`src/crc_pkg.sv`:
```
`timescale 1ns / 1ps
// ----------------------------------------------------------------------------
// Clock replacement cache tags: shared package
// Field widths, access kinds, controller states and the command and status
// groups that pass between the controller and the datapath.
// ----------------------------------------------------------------------------
package crc_pkg;

	// Widths of the fields on the ports.
	localparam int KIND_W   = 2;
	localparam int SECTOR_W = 32;
	localparam int SLOT_W   = 6;

	// Default number of cache slots.
	localparam int CRC_SLOTS = 64;

	// Access kinds; the fourth code means nothing and is dropped.
	localparam logic [KIND_W-1:0] KIND_READ  = 2'd0;
	localparam logic [KIND_W-1:0] KIND_WRITE = 2'd1;
	localparam logic [KIND_W-1:0] KIND_FLUSH = 2'd2;

	// Controller states.
	typedef enum logic [2:0] {
		ST_IDLE,
		ST_LOOKUP,
		ST_SWEEP,
		ST_FINISH,
		ST_FL_SCAN,
		ST_FL_EMIT
	} state_t;

	// Commands from the controller to the datapath.
	typedef struct packed {
		logic start;       // capture the input word and restart the scan
		logic issue;       // issue the next tag read of the lookup scan
		logic take_hit;    // the slot in the compare stage is the result
		logic take_free;   // the first empty slot seen is the result
		logic sweep_clear; // clear the reference mark under the hand, advance
		logic sweep_pick;  // the slot under the hand is the victim
		logic finish;      // load the access result and update the marks
		logic fl_read;     // read the tag of the flush slot
		logic fl_emit;     // load a flush writeback result
		logic idx_step;    // move the flush index on
	} crc_cmd_t;

	// Status from the datapath to the controller.
	typedef struct packed {
		logic hit;       // compare stage matches an occupied slot
		logic cmp_last;  // compare stage holds the last slot
		logic free_any;  // an empty slot has been seen in this scan
		logic iss_end;   // every slot has been issued
		logic hand_ref;  // reference mark under the hand is set
		logic out_free;  // output register can take a word this cycle
		logic fl_qual;   // flush slot is occupied and dirty
		logic idx_last;  // flush index is at the last slot
	} crc_status_t;

endpackage

```
`src/crc_ram.sv`:
```
`timescale 1ns / 1ps
// ----------------------------------------------------------------------------
// Generic RAM
// One write port and one read port with a registered, enabled read.
// ----------------------------------------------------------------------------
module crc_ram #(
	parameter int WIDTH = 32,
	parameter int DEPTH = 64
) (
	input  logic                     clk,
	input  logic                     we,
	input  logic [$clog2(DEPTH)-1:0] waddr,
	input  logic [WIDTH-1:0]         wdata,
	input  logic                     re,
	input  logic [$clog2(DEPTH)-1:0] raddr,
	output logic [WIDTH-1:0]         rdata
);

	logic [WIDTH-1:0] mem [DEPTH];
	logic [WIDTH-1:0] rdata_q;

	// Write port.
	always_ff @(posedge clk) begin
		if (we) begin
			mem[waddr] <= wdata;
		end
	end

	// Registered read; the data holds while no read is issued.
	always_ff @(posedge clk) begin
		if (re) begin
			rdata_q <= mem[raddr];
		end
	end

	assign rdata = rdata_q;

endmodule

```
`src/crc_ctrl.sv`:
```
`timescale 1ns / 1ps
// ----------------------------------------------------------------------------
// Clock replacement cache tags: controller
// Sequences the lookup scan, the clock sweep, the result and the flush walk.
// ----------------------------------------------------------------------------
module crc_ctrl import crc_pkg::*; (
	input  logic              clk,
	input  logic              arst_n,
	input  logic              in_valid,
	output logic              in_ready,
	input  logic [KIND_W-1:0] kind,
	input  crc_status_t       st,
	output crc_cmd_t          cmd
);

	state_t state_q;
	state_t state_d;

	// State register.
	always_ff @(posedge clk or negedge arst_n) begin
		if (!arst_n) begin
			state_q <= ST_IDLE;
		end else begin
			state_q <= state_d;
		end
	end

	// Next state.
	always_comb begin
		state_d = state_q;
		unique case (state_q)
			ST_IDLE: begin
				if (in_valid) begin
					unique case (kind) inside
						KIND_READ, KIND_WRITE: state_d = ST_LOOKUP;
						KIND_FLUSH:            state_d = ST_FL_SCAN;
						default:               state_d = ST_IDLE;
					endcase
				end
			end
			ST_LOOKUP: begin
				if (st.hit) begin
					state_d = ST_FINISH;
				end else if (st.cmp_last) begin
					state_d = st.free_any ? ST_FINISH : ST_SWEEP;
				end
			end
			ST_SWEEP: begin
				if (!st.hand_ref) begin
					state_d = ST_FINISH;
				end
			end
			ST_FINISH: begin
				if (st.out_free) begin
					state_d = ST_IDLE;
				end
			end
			ST_FL_SCAN: begin
				if (st.fl_qual) begin
					state_d = ST_FL_EMIT;
				end else if (st.idx_last) begin
					state_d = ST_IDLE;
				end
			end
			ST_FL_EMIT: begin
				if (st.out_free) begin
					state_d = st.idx_last ? ST_IDLE : ST_FL_SCAN;
				end
			end
			default: state_d = ST_IDLE;
		endcase
	end

	// Outputs.
	always_comb begin
		cmd      = '0;
		in_ready = 1'b0;
		unique case (state_q)
			ST_IDLE: begin
				in_ready  = 1'b1;
				cmd.start = in_valid;
			end
			ST_LOOKUP: begin
				cmd.issue = !st.iss_end;
				if (st.hit) begin
					cmd.take_hit = 1'b1;
				end else if (st.cmp_last && st.free_any) begin
					cmd.take_free = 1'b1;
				end
			end
			ST_SWEEP: begin
				cmd.sweep_clear = st.hand_ref;
				cmd.sweep_pick  = !st.hand_ref;
			end
			ST_FINISH: begin
				cmd.finish = st.out_free;
			end
			ST_FL_SCAN: begin
				cmd.fl_read  = st.fl_qual;
				cmd.idx_step = !st.fl_qual && !st.idx_last;
			end
			ST_FL_EMIT: begin
				cmd.fl_emit  = st.out_free;
				cmd.idx_step = st.out_free && !st.idx_last;
			end
			default: begin
				cmd = '0;
			end
		endcase
	end

endmodule

```
`src/crc_dp.sv`:
```
`timescale 1ns / 1ps
// ----------------------------------------------------------------------------
// Clock replacement cache tags: datapath
// Tag RAM, slot marks, clock hand, scan index and the output register.
// ----------------------------------------------------------------------------
module crc_dp import crc_pkg::*; #(
	parameter int SLOTS = CRC_SLOTS
) (
	input  logic                clk,
	input  logic                arst_n,
	input  logic [KIND_W-1:0]   kind,
	input  logic [SECTOR_W-1:0] access_sector,
	input  crc_cmd_t            cmd,
	output crc_status_t         st,
	output logic                out_valid,
	input  logic                out_ready,
	output logic [SLOT_W-1:0]   slot,
	output logic                hit,
	output logic                fill_needed,
	output logic                writeback_needed,
	output logic [SECTOR_W-1:0] writeback_sector,
	output logic                last
);

	localparam int IW = $clog2(SLOTS);
	localparam logic [IW-1:0] LAST_IDX = IW'(SLOTS - 1);

	// Captured input word.
	logic [KIND_W-1:0]   kind_q;
	logic [SECTOR_W-1:0] sector_q;

	// Scan and victim bookkeeping.
	logic [IW-1:0] idx_q;
	logic          iss_end_q;
	logic          cmp_vld_s1;
	logic [IW-1:0] cmp_idx_s1;
	logic          free_vld_q;
	logic [IW-1:0] free_idx_q;
	logic [IW-1:0] victim_q;
	logic          from_sweep_q;
	logic          res_hit_q;
	logic [IW-1:0] hand_q;

	// Slot marks.
	logic [SLOTS-1:0] empty_q;
	logic [SLOTS-1:0] dirty_q;
	logic [SLOTS-1:0] ref_q;

	// Output register.
	logic                out_valid_q;
	logic [SLOT_W-1:0]   slot_q;
	logic                hit_q;
	logic                fill_q;
	logic                wb_q;
	logic [SECTOR_W-1:0] wsec_q;
	logic                last_q;

	// Tag RAM connections.
	logic                ram_we;
	logic                ram_re;
	logic [IW-1:0]       ram_raddr;
	logic [SECTOR_W-1:0] ram_rdata;

	logic [SLOTS-1:0] occ_dirty;
	logic [SLOTS-1:0] above;
	logic             fl_more;
	logic             fin_wb;
	logic [IW-1:0]    victim_next;
	logic             is_write;

	// Tag store.
	assign ram_we    = cmd.finish && !res_hit_q;
	assign ram_re    = cmd.issue || cmd.sweep_pick || cmd.fl_read;
	assign ram_raddr = cmd.sweep_pick ? hand_q : idx_q;

	crc_ram #(
		.WIDTH (SECTOR_W),
		.DEPTH (SLOTS)
	) u_tags (
		.clk   (clk),
		.we    (ram_we),
		.waddr (victim_q),
		.wdata (sector_q),
		.re    (ram_re),
		.raddr (ram_raddr),
		.rdata (ram_rdata)
	);

	// Dirty occupied slots beyond the flush index decide the last flag.
	always_comb begin
		occ_dirty = ~empty_q & dirty_q;
		for (int j = 0; j < SLOTS; j++) begin
			above[j] = IW'(j) > idx_q;
		end
		fl_more = |(occ_dirty & above);
	end

	assign fin_wb      = from_sweep_q && dirty_q[victim_q];
	assign victim_next = (victim_q == LAST_IDX) ? '0 : victim_q + 1'b1;
	assign is_write    = kind_q == KIND_WRITE;

	// Status towards the controller.
	always_comb begin
		st          = '0;
		st.hit      = cmp_vld_s1 && !empty_q[cmp_idx_s1] && (ram_rdata == sector_q);
		st.cmp_last = cmp_vld_s1 && (cmp_idx_s1 == LAST_IDX);
		st.free_any = free_vld_q || (cmp_vld_s1 && empty_q[cmp_idx_s1]);
		st.iss_end  = iss_end_q;
		st.hand_ref = ref_q[hand_q];
		st.out_free = !out_valid_q || out_ready;
		st.fl_qual  = occ_dirty[idx_q];
		st.idx_last = idx_q == LAST_IDX;
	end

	// Input capture.
	always_ff @(posedge clk) begin
		if (cmd.start) begin
			kind_q   <= kind;
			sector_q <= access_sector;
		end
	end

	// Scan index and compare stage.
	always_ff @(posedge clk or negedge arst_n) begin
		if (!arst_n) begin
			idx_q      <= '0;
			iss_end_q  <= 1'b0;
			cmp_vld_s1 <= 1'b0;
			cmp_idx_s1 <= '0;
			free_vld_q <= 1'b0;
			free_idx_q <= '0;
		end else begin
			cmp_vld_s1 <= cmd.issue;
			if (cmd.issue) begin
				cmp_idx_s1 <= idx_q;
			end
			if (cmd.start) begin
				idx_q      <= '0;
				iss_end_q  <= 1'b0;
				free_vld_q <= 1'b0;
			end else begin
				if (cmd.issue || cmd.idx_step) begin
					idx_q <= idx_q + 1'b1;
				end
				if (cmd.issue && idx_q == LAST_IDX) begin
					iss_end_q <= 1'b1;
				end
				if (cmp_vld_s1 && empty_q[cmp_idx_s1] && !free_vld_q) begin
					free_vld_q <= 1'b1;
					free_idx_q <= cmp_idx_s1;
				end
			end
		end
	end

	// Victim choice and clock hand.
	always_ff @(posedge clk or negedge arst_n) begin
		if (!arst_n) begin
			victim_q     <= '0;
			from_sweep_q <= 1'b0;
			res_hit_q    <= 1'b0;
			hand_q       <= '0;
		end else begin
			if (cmd.take_hit) begin
				victim_q     <= cmp_idx_s1;
				res_hit_q    <= 1'b1;
				from_sweep_q <= 1'b0;
			end else if (cmd.take_free) begin
				victim_q     <= free_vld_q ? free_idx_q : cmp_idx_s1;
				res_hit_q    <= 1'b0;
				from_sweep_q <= 1'b0;
			end else if (cmd.sweep_pick) begin
				victim_q     <= hand_q;
				res_hit_q    <= 1'b0;
				from_sweep_q <= 1'b1;
			end
			if (cmd.sweep_clear) begin
				hand_q <= (hand_q == LAST_IDX) ? '0 : hand_q + 1'b1;
			end else if (cmd.finish && from_sweep_q) begin
				hand_q <= victim_next;
			end
		end
	end

	// Slot marks.
	always_ff @(posedge clk or negedge arst_n) begin
		if (!arst_n) begin
			empty_q <= '1;
			dirty_q <= '0;
			ref_q   <= '0;
		end else begin
			if (cmd.sweep_clear) begin
				ref_q[hand_q] <= 1'b0;
			end
			if (cmd.finish) begin
				ref_q[victim_q] <= 1'b1;
				if (res_hit_q) begin
					dirty_q[victim_q] <= dirty_q[victim_q] || is_write;
				end else begin
					empty_q[victim_q] <= 1'b0;
					dirty_q[victim_q] <= is_write;
				end
			end
		end
	end

	// Output register valid.
	always_ff @(posedge clk or negedge arst_n) begin
		if (!arst_n) begin
			out_valid_q <= 1'b0;
		end else if (cmd.finish || cmd.fl_emit) begin
			out_valid_q <= 1'b1;
		end else if (out_ready) begin
			out_valid_q <= 1'b0;
		end
	end

	// Output register word.
	always_ff @(posedge clk) begin
		if (cmd.finish) begin
			slot_q <= SLOT_W'(victim_q);
			hit_q  <= res_hit_q;
			fill_q <= !res_hit_q;
			wb_q   <= fin_wb;
			wsec_q <= fin_wb ? ram_rdata : '0;
			last_q <= 1'b1;
		end else if (cmd.fl_emit) begin
			slot_q <= SLOT_W'(idx_q);
			hit_q  <= 1'b0;
			fill_q <= 1'b0;
			wb_q   <= 1'b1;
			wsec_q <= ram_rdata;
			last_q <= !fl_more;
		end
	end

	assign out_valid        = out_valid_q;
	assign slot             = slot_q;
	assign hit              = hit_q;
	assign fill_needed      = fill_q;
	assign writeback_needed = wb_q;
	assign writeback_sector = wsec_q;
	assign last             = last_q;

`ifndef SYNTHESIS
	a_hand_range: assert property (@(posedge clk) disable iff (!arst_n)
		hand_q <= LAST_IDX)
		else $error("clock hand beyond the last slot");

	a_hit_clean: assert property (@(posedge clk) disable iff (!arst_n)
		out_valid_q && hit_q |-> !fill_q && !wb_q)
		else $error("hit word carries a fill or a writeback");

	a_wsec_zero: assert property (@(posedge clk) disable iff (!arst_n)
		out_valid_q && !wb_q |-> wsec_q == '0)
		else $error("writeback sector set without a writeback");

	a_installed: assert property (@(posedge clk) disable iff (!arst_n)
		cmd.finish |=> !empty_q[$past(victim_q)])
		else $error("finished slot still marked empty");

	a_one_pick: assert property (@(posedge clk) disable iff (!arst_n)
		$onehot0({cmd.take_hit, cmd.take_free, cmd.sweep_pick, cmd.sweep_clear}))
		else $error("more than one victim source in one cycle");
`endif

endmodule

```
`src/clock_replacement_cache_tags_core.sv`:
```
`timescale 1ns / 1ps
// ----------------------------------------------------------------------------
// Clock replacement cache tags core
// Tag and clock (second-chance) replacement engine for a fully associative
// sector cache, with a flush walk that reports every dirty slot.
// ----------------------------------------------------------------------------
//
// Channel  Direction  Handshake             Word
// in       input      in_valid / in_ready   kind, access_sector
// out      output     out_valid / out_ready slot, hit, fill_needed,
//                                           writeback_needed, writeback_sector, last
//
// A read or write is accepted, then a lookup scan reads the tags (one tag RAM
// read a cycle) and the result is loaded; a full cache adds a clock sweep
// before the load. A flush steps over each clean slot and reads, then emits,
// each dirty slot.
// Reset clears all marks and the hand at once; the tag RAM needs no clearing.
// A full output register stalls the result load and the flush walk, and a new
// word is taken only once the previous one has loaded its last result.
//
module clock_replacement_cache_tags_core import crc_pkg::*; #(
	parameter int SLOTS = CRC_SLOTS
) (
	input  logic                clk,
	input  logic                arst_n,
	input  logic                in_valid,
	output logic                in_ready,
	input  logic [KIND_W-1:0]   kind,
	input  logic [SECTOR_W-1:0] access_sector,
	output logic                out_valid,
	input  logic                out_ready,
	output logic [SLOT_W-1:0]   slot,
	output logic                hit,
	output logic                fill_needed,
	output logic                writeback_needed,
	output logic [SECTOR_W-1:0] writeback_sector,
	output logic                last
);

	crc_cmd_t    cmd;
	crc_status_t st;

	// Sequencer.
	crc_ctrl u_ctrl (
		.clk      (clk),
		.arst_n   (arst_n),
		.in_valid (in_valid),
		.in_ready (in_ready),
		.kind     (kind),
		.st       (st),
		.cmd      (cmd)
	);

	// Tags, marks, hand and output register.
	crc_dp #(
		.SLOTS (SLOTS)
	) u_dp (
		.clk              (clk),
		.arst_n           (arst_n),
		.kind             (kind),
		.access_sector    (access_sector),
		.cmd              (cmd),
		.st               (st),
		.out_valid        (out_valid),
		.out_ready        (out_ready),
		.slot             (slot),
		.hit              (hit),
		.fill_needed      (fill_needed),
		.writeback_needed (writeback_needed),
		.writeback_sector (writeback_sector),
		.last             (last)
	);

endmodule
```
`config.mk`:
```
export PLATFORM = sky130hd
export DESIGN_NAME = clock_replacement_cache_tags_core
export DESIGN_NICKNAME = d
export VERILOG_FILES = /design/src/crc_pkg.sv /design/src/crc_ram.sv /design/src/crc_ctrl.sv /design/src/crc_dp.sv /design/src/clock_replacement_cache_tags_core.sv
export SDC_FILE = /design/constraint.sdc
export NUM_CORES = 2
export LEC_CHECK = 0
export ABC_AREA = 1
export ABC_CLOCK_PERIOD_IN_PS = 6830
export BUFFER_PORTS_ARGS = -buffer_cell sky130_fd_sc_hd__buf_2
export CORE_MARGIN = 2
export CORE_UTILIZATION = 40
export CTS_BUF_LIST = sky130_fd_sc_hd__clkbuf_8
export DETAILED_ROUTE_END_ITERATION = 16
export SYNTH_ARGS = -nofsm -noshare
export SYNTH_HDL_FRONTEND = slang
export SYNTH_HIERARCHICAL = 1
export SYNTH_SLANG_ARGS = --single-unit
```
`constraint.sdc`:
```
create_clock -name clk -period 6.83 [get_ports clk]
set_input_delay 0.3415 -clock clk [delete_from_list [all_inputs] [get_ports clk]]
set_output_delay 0.3415 -clock clk [all_outputs]
set_load 0.05 [all_outputs]
```
### Yosys cells after proc, flatten, opt, wreduce, memory -nomap -nowiden

Memories as Yosys holds them, arrays and structs flattened. A register that Yosys moved wholly into a read port is not among the register bits.
Cells that the tools add are included.

| operators by class | value |
|---|---|
| add/sub/neg operators | 3 |
| magnitude comparators | 70 |
| equal/unequal tests | 19 |
| mux-type cells | 75 |
| bitwise operators | 10 |
| reductions and logical operators | 44 |

Operator list:

| kind | number |
|---|---|
| bitwise AND 64 bit | 4 |
| greater-than comparator 6 bit, first input constant | 32 |
| two-way mux 64 bit | 3 |
| inverter 64 bit | 3 |
| bitwise mux 64 bit | 2 |
| greater-than comparator 5 x 6 -> 1 bit, first input constant | 16 |
| two-way mux 32 bit | 3 |
| two-way mux 6 bit | 13 |
| bitwise OR 64 bit | 1 |
| OR reduction 64 bit | 1 |
| greater-than comparator 4 x 6 -> 1 bit, first input constant | 8 |
| two-way mux 1 bit | 34 |
| == test 32 bit | 1 |
| two-way mux 3 bit | 10 |
| < comparator 6 x 7 -> 1 bit, second input constant | 4 |
| binary-select mux 1 bit (select 6 bit) | 4 |
| == test 6 bit, second input constant | 4 |
| greater-than comparator 3 x 6 -> 1 bit, first input constant | 4 |
| adder 6 x 1 -> 6 bit, second input constant | 3 |
| one-hot mux 3 bit (6 select lines) | 1 |
| logical AND 1 bit | 14 |
| demux 1 bit (select 6 bit) | 2 |
| >= comparator 6 x 1 -> 1 bit, second input constant | 2 |
| greater-than comparator 1 x 6 -> 1 bit, first input constant | 2 |
| 23 further kinds | 50 |

| storage, ports and cells | value |
|---|---|
| register bits | 307 |
| bits in writable memories | 2048 |
| bits of input ports | 38 |
| output and inout port bits | 44 |
| memories | 1 |

Memory list:

| name | depth | bits a word | rd ports | clocked after memory_dff | wr ports | RTL line | RTL |
|---|---|---|---|---|---|---|---|
| u_dp.u_tags.mem | 64 | 32 | 1 | 1 | 1 | crc_ram.sv:19 | `logic [WIDTH-1:0] mem [DEPTH];` |

### Longest topological paths before layout

| depth | value |
|---|---|
| depth after elaboration | 11 |
| gate-level depth with buffers | 29 |

### Hierarchy

Netlist, hierarchy kept.

By module, submodules not included:

| module | instances | cells an instance | area each (um^2) | sequential area each (um^2) |
|---|---|---|---|---|
| crc_ram | 1 | 6769 | 83058.4 | 62459.9 |
| crc_dp | 1 | 2305 | 16749.8 | 8057.7 |
| crc_ctrl | 1 | 71 | 375.4 | 75.1 |

### Worst setup path after synthesis

OpenSTA, ideal clock, no wires.

| timing | value |
|---|---|
| path kind | reg-to-reg |
| from | register u_dp.out_valid_q, in the netlist u_dp/out_valid |
| to | memory u_dp.u_tags.mem[48][0] (enable) |
| arrival time | 5.564 ns |
| slack | 0.764 ns |
| cell stages (with the launch flop) | 11 |
| buffers on the path | 3 |
| path through | dfrtp_1 -> nand2_1 -> inv_1 -> nor3_1 -> inv_1 -> nor2_1 -> clkbuf_1 -> clkbuf_1 -> clkbuf_1 -> nand4_1 -> nor4_1 |

RTL lines:

| item | RTL line | RTL |
|---|---|---|
| start: declaration | crc_dp.sv:50 | `logic out_valid_q;` |
| start signal: assignment | crc_dp.sv:210 | `out_valid_q <= 1'b0;` |
| start signal: assignment | crc_dp.sv:212 | `out_valid_q <= 1'b1;` |
| start signal: assignment | crc_dp.sv:214 | `out_valid_q <= 1'b0;` |
| end: declaration | crc_ram.sv:19 |  |

==> flow_summary.yaml <==
status:
  status: "finished clean"
logic_synthesis:
  ys_seq_elements: 2387
  synth-warning-count: 6
  yosys-top-cells-area: "edfxtp_1 65%, nand2_1 12%, nand3_1 10%"
  synth.avg_cell_area_um2: 11.0
  postSynthCellCount: 9145
  synth_fp_nets: 9189
  synthesis.area_mm2: 0.100
  ys_seq_area_share_pct: 70.5
  synth_top_area_cell: "edfxtp_1"
  synth_cell_types: 48
  netlist.area_leader.share_pct: 64.6
power:
  peakVddDrop_v: 0.000669
  p_per_area_mw_per_mm2: 479
  p_leak_nw: 41.6
timing:
  worst_pin_slew_ns: 1.30
  rsz0062_at_grt: "no"
  max_freq_ghz: 0.177
  period_share_pct: 82.7
  post-route-min-period_ns: 5.65
  final-setup-viol-count: 0
  finalMaxSlewViolations: 0
  skew_ns: 0.0857
  hold_viol_final: 0
  max_slew_margin_pct: 13.2
  setup_tns_ns: 0
cells_and_area:
  final_common_cell: "nand2_1"
  final_cell_mix: "3123 x nand2_1, 2155 x edfxtp_1, 2053 x nand3_1"
  nets: 9449
  fin_util_pct: 45.3
  area_growth_pct: 12.6
  final_cell_count_no_fill: 13035
  drive_above_1_share_pct: 9.89
setup_path:
  crit_top_cell: "nand2_1"
  crit_fanout: 91
  crit_family: "simple AND/OR/NAND/NOR gates"
  timing_worst_setup_path_type: "reg -> reg"
  crit_required_ns: 7.78
  worst_setup_path_start_kind: "register"
  path_buf_inv: 6
  critical-path-slowest-cell: "nor2_1"
  critPathArrivalTime_ns: 6.60
  slowest_delay_ns: 0.65
  end_kind: "register"
place:
  routabilityCongestion: 0.961
  hpwl_um: 189000
  dp_cells: 12259
  io_buffers: 81
route:
  wl_met2_um: 149000
  vias_per_cell: 5.62
  drc: 0
  routed_wl_um: 334000
  drt-initial-drc-count: 9292
  wl_met1_um: 135000
  drtAntennaViolNets: 0
  first_pass_iters: 6
  met3_length_um: 34500
  vias: 73252
  routed.top_layer: "met5"
  routedWlPerCell_um: 25.6
grt:
  antenna_found_initial: 12
  grt_pass1_vias: 68823
  grt_start_max_net_pins: 156
  grt_first_pass_wirelength_um: 481000
  grt_overflow: 0
  gr-usage-all-layers_pct: 25.5
cts:
  cts_root_buf: "clkbuf_8"
  clock_path_buffers: 4
  cts_buffers: 402
  cts_tree: "built"
  postCtsSetupBuffers: 0
  htreeDepth: 5
  clk_latency_ns: 1.10
  cts.sinks: 2387
  clk_pin_slew_ns: 0.06
floorplan:
  initial_core_util_pct: 40.3
  die_w_um: 504
  die_h_um: 504
  fp.coreArea_mm2: 0.249
  ios: 82
  die_area_mm2: 0.254
  row_count: 183
job:
  maxCapViolations: 0
hold_path:
  hp-class: "in -> reg"
==> per-stage QoR <==
step	cell area [um2]	hold slack (ns)	total power, mW	setup slack [ns]
CTS	113000	0.0155	53.8	1.21
finish	113000	0.0987	54.0	1.18
global placement	105000	0.437	42.1	1.28
global route	113000	0.0470	56.8	0.837
floorplan	100000	0.0459	33.4	0.764
detailed placement	105000	0.446	42.3	1.19
==> final timing paths <==
check	to	start	slack (ns)	depth (start not counted)
worst max-delay path	u_dp/u_tags/rdata[5]	u_dp/hand_q[1]	1.18	25
worst min-delay path	u_dp/out_valid	out_ready	0.1	5
worst max register to register	u_dp/u_tags/rdata[5]	u_dp/hand_q[1]	1.18	25
worst min register to register	u_dp/empty_q[28]	u_dp/empty_q[28]	0.45	2
max in group asynchronous	u_dp/dirty_q[8]	arst_n	5.27	4
min in group asynchronous	u_dp/empty_q[28]	arst_n	0.55	3
==> cells in the mapped netlist (all sizes together) <==
cell type	n
nand2	3126
edfxtp	2155
nand3	2054
buf	423
nor2	339
inv	239
o21ai	197
dfrtp	167
clkbuf	119
a21oi	98
dfstp	64
nand4	28
a21boi	24
nor3	17
nor4	14
a31oi	10
o211ai	9
a22oi	8
clkinv	6
ha	6
o22ai	5
xnor2	5
a22o	4
xor2	4
a221oi	3
nand3b	3
o2111ai	3
or2	3
a211oi	2
and3	2
nor3b	2
o21a	2
o31ai	2
dfxtp	1
o21bai	1
==> layer usage <==
| layer | track usage [%] | vias to the layer above |
|---|---|---|
| met1 | 35.4 | 36212 |
| met5 | 0 | - |
| met3 | 5.67 | 685 |
| met4 | 11.2 | 8 |
| li1 | - | 32355 |
| met2 | 38.5 | 3992 |
==> tightest hold or removal path, cell delays in order <==
cell	delay, ns
dlygate4sd3_1	0.54
buf_2	0.10
inv_1	0.03
nand2_1	0.08
nand2_1	0.05
==> state kept, by name (all words and copies together) (netlist names), 2 cells and up <==
name	flops
u_dp/u_tags/mem	2048
u_dp/dirty_q	64
u_dp/empty_q	64
u_dp/ref_q	64
u_dp/sector_q	32
u_dp/u_tags/rdata	32
u_dp/writeback_sector	32
u_dp/cmp_idx_s1	6
u_dp/free_idx_q	6
u_dp/hand_q	6
u_dp/idx_q	6
u_dp/slot	6
u_dp/victim_q	6
u_ctrl/state_q	3
u_dp/kind_q	2
==> timing repair <==
action / CTS / global route
endpoints found under the hold margin: 151 / 0
resized for setup: 0 / 0
hold buffers: 72 / 0
==> power breakdown <==
group	switching [mW]	leakage, nW	total, mW	internal, mW
clock network	5.71	4.07	11.5	5.77
logic	18.0	15.5	24.4	6.32
registers	0.771	22.0	18.2	17.4
==> cell type report <==
type | instances | area, um2
inverters | 245 | 960
multi-input cells | 5971 | 26500
well taps | 3330 | 4170
diodes | 9 | 22.5
repair buffers | 398 | 3560
clock inverters | 281 | 1300
clock buffers | 414 | 5700
fillers | 22858 | 136000
flip-flops and latches | 2387 | 70600
==> kinds of logic (layout without fill, tap and decap cells) <==
family	count (synthesis)	in the layout	synth area share [%]
flops	2387	2387	70.5
other cells	0	9	0
compound gates	368	368	2.01
xor+xnor	9	9	0.0787
buf+inv	787	1338	3.67
simple gates	5588	5588	23.7
fa+ha+maj	6	6	0.0749
(Power assumes the default switching activity.)
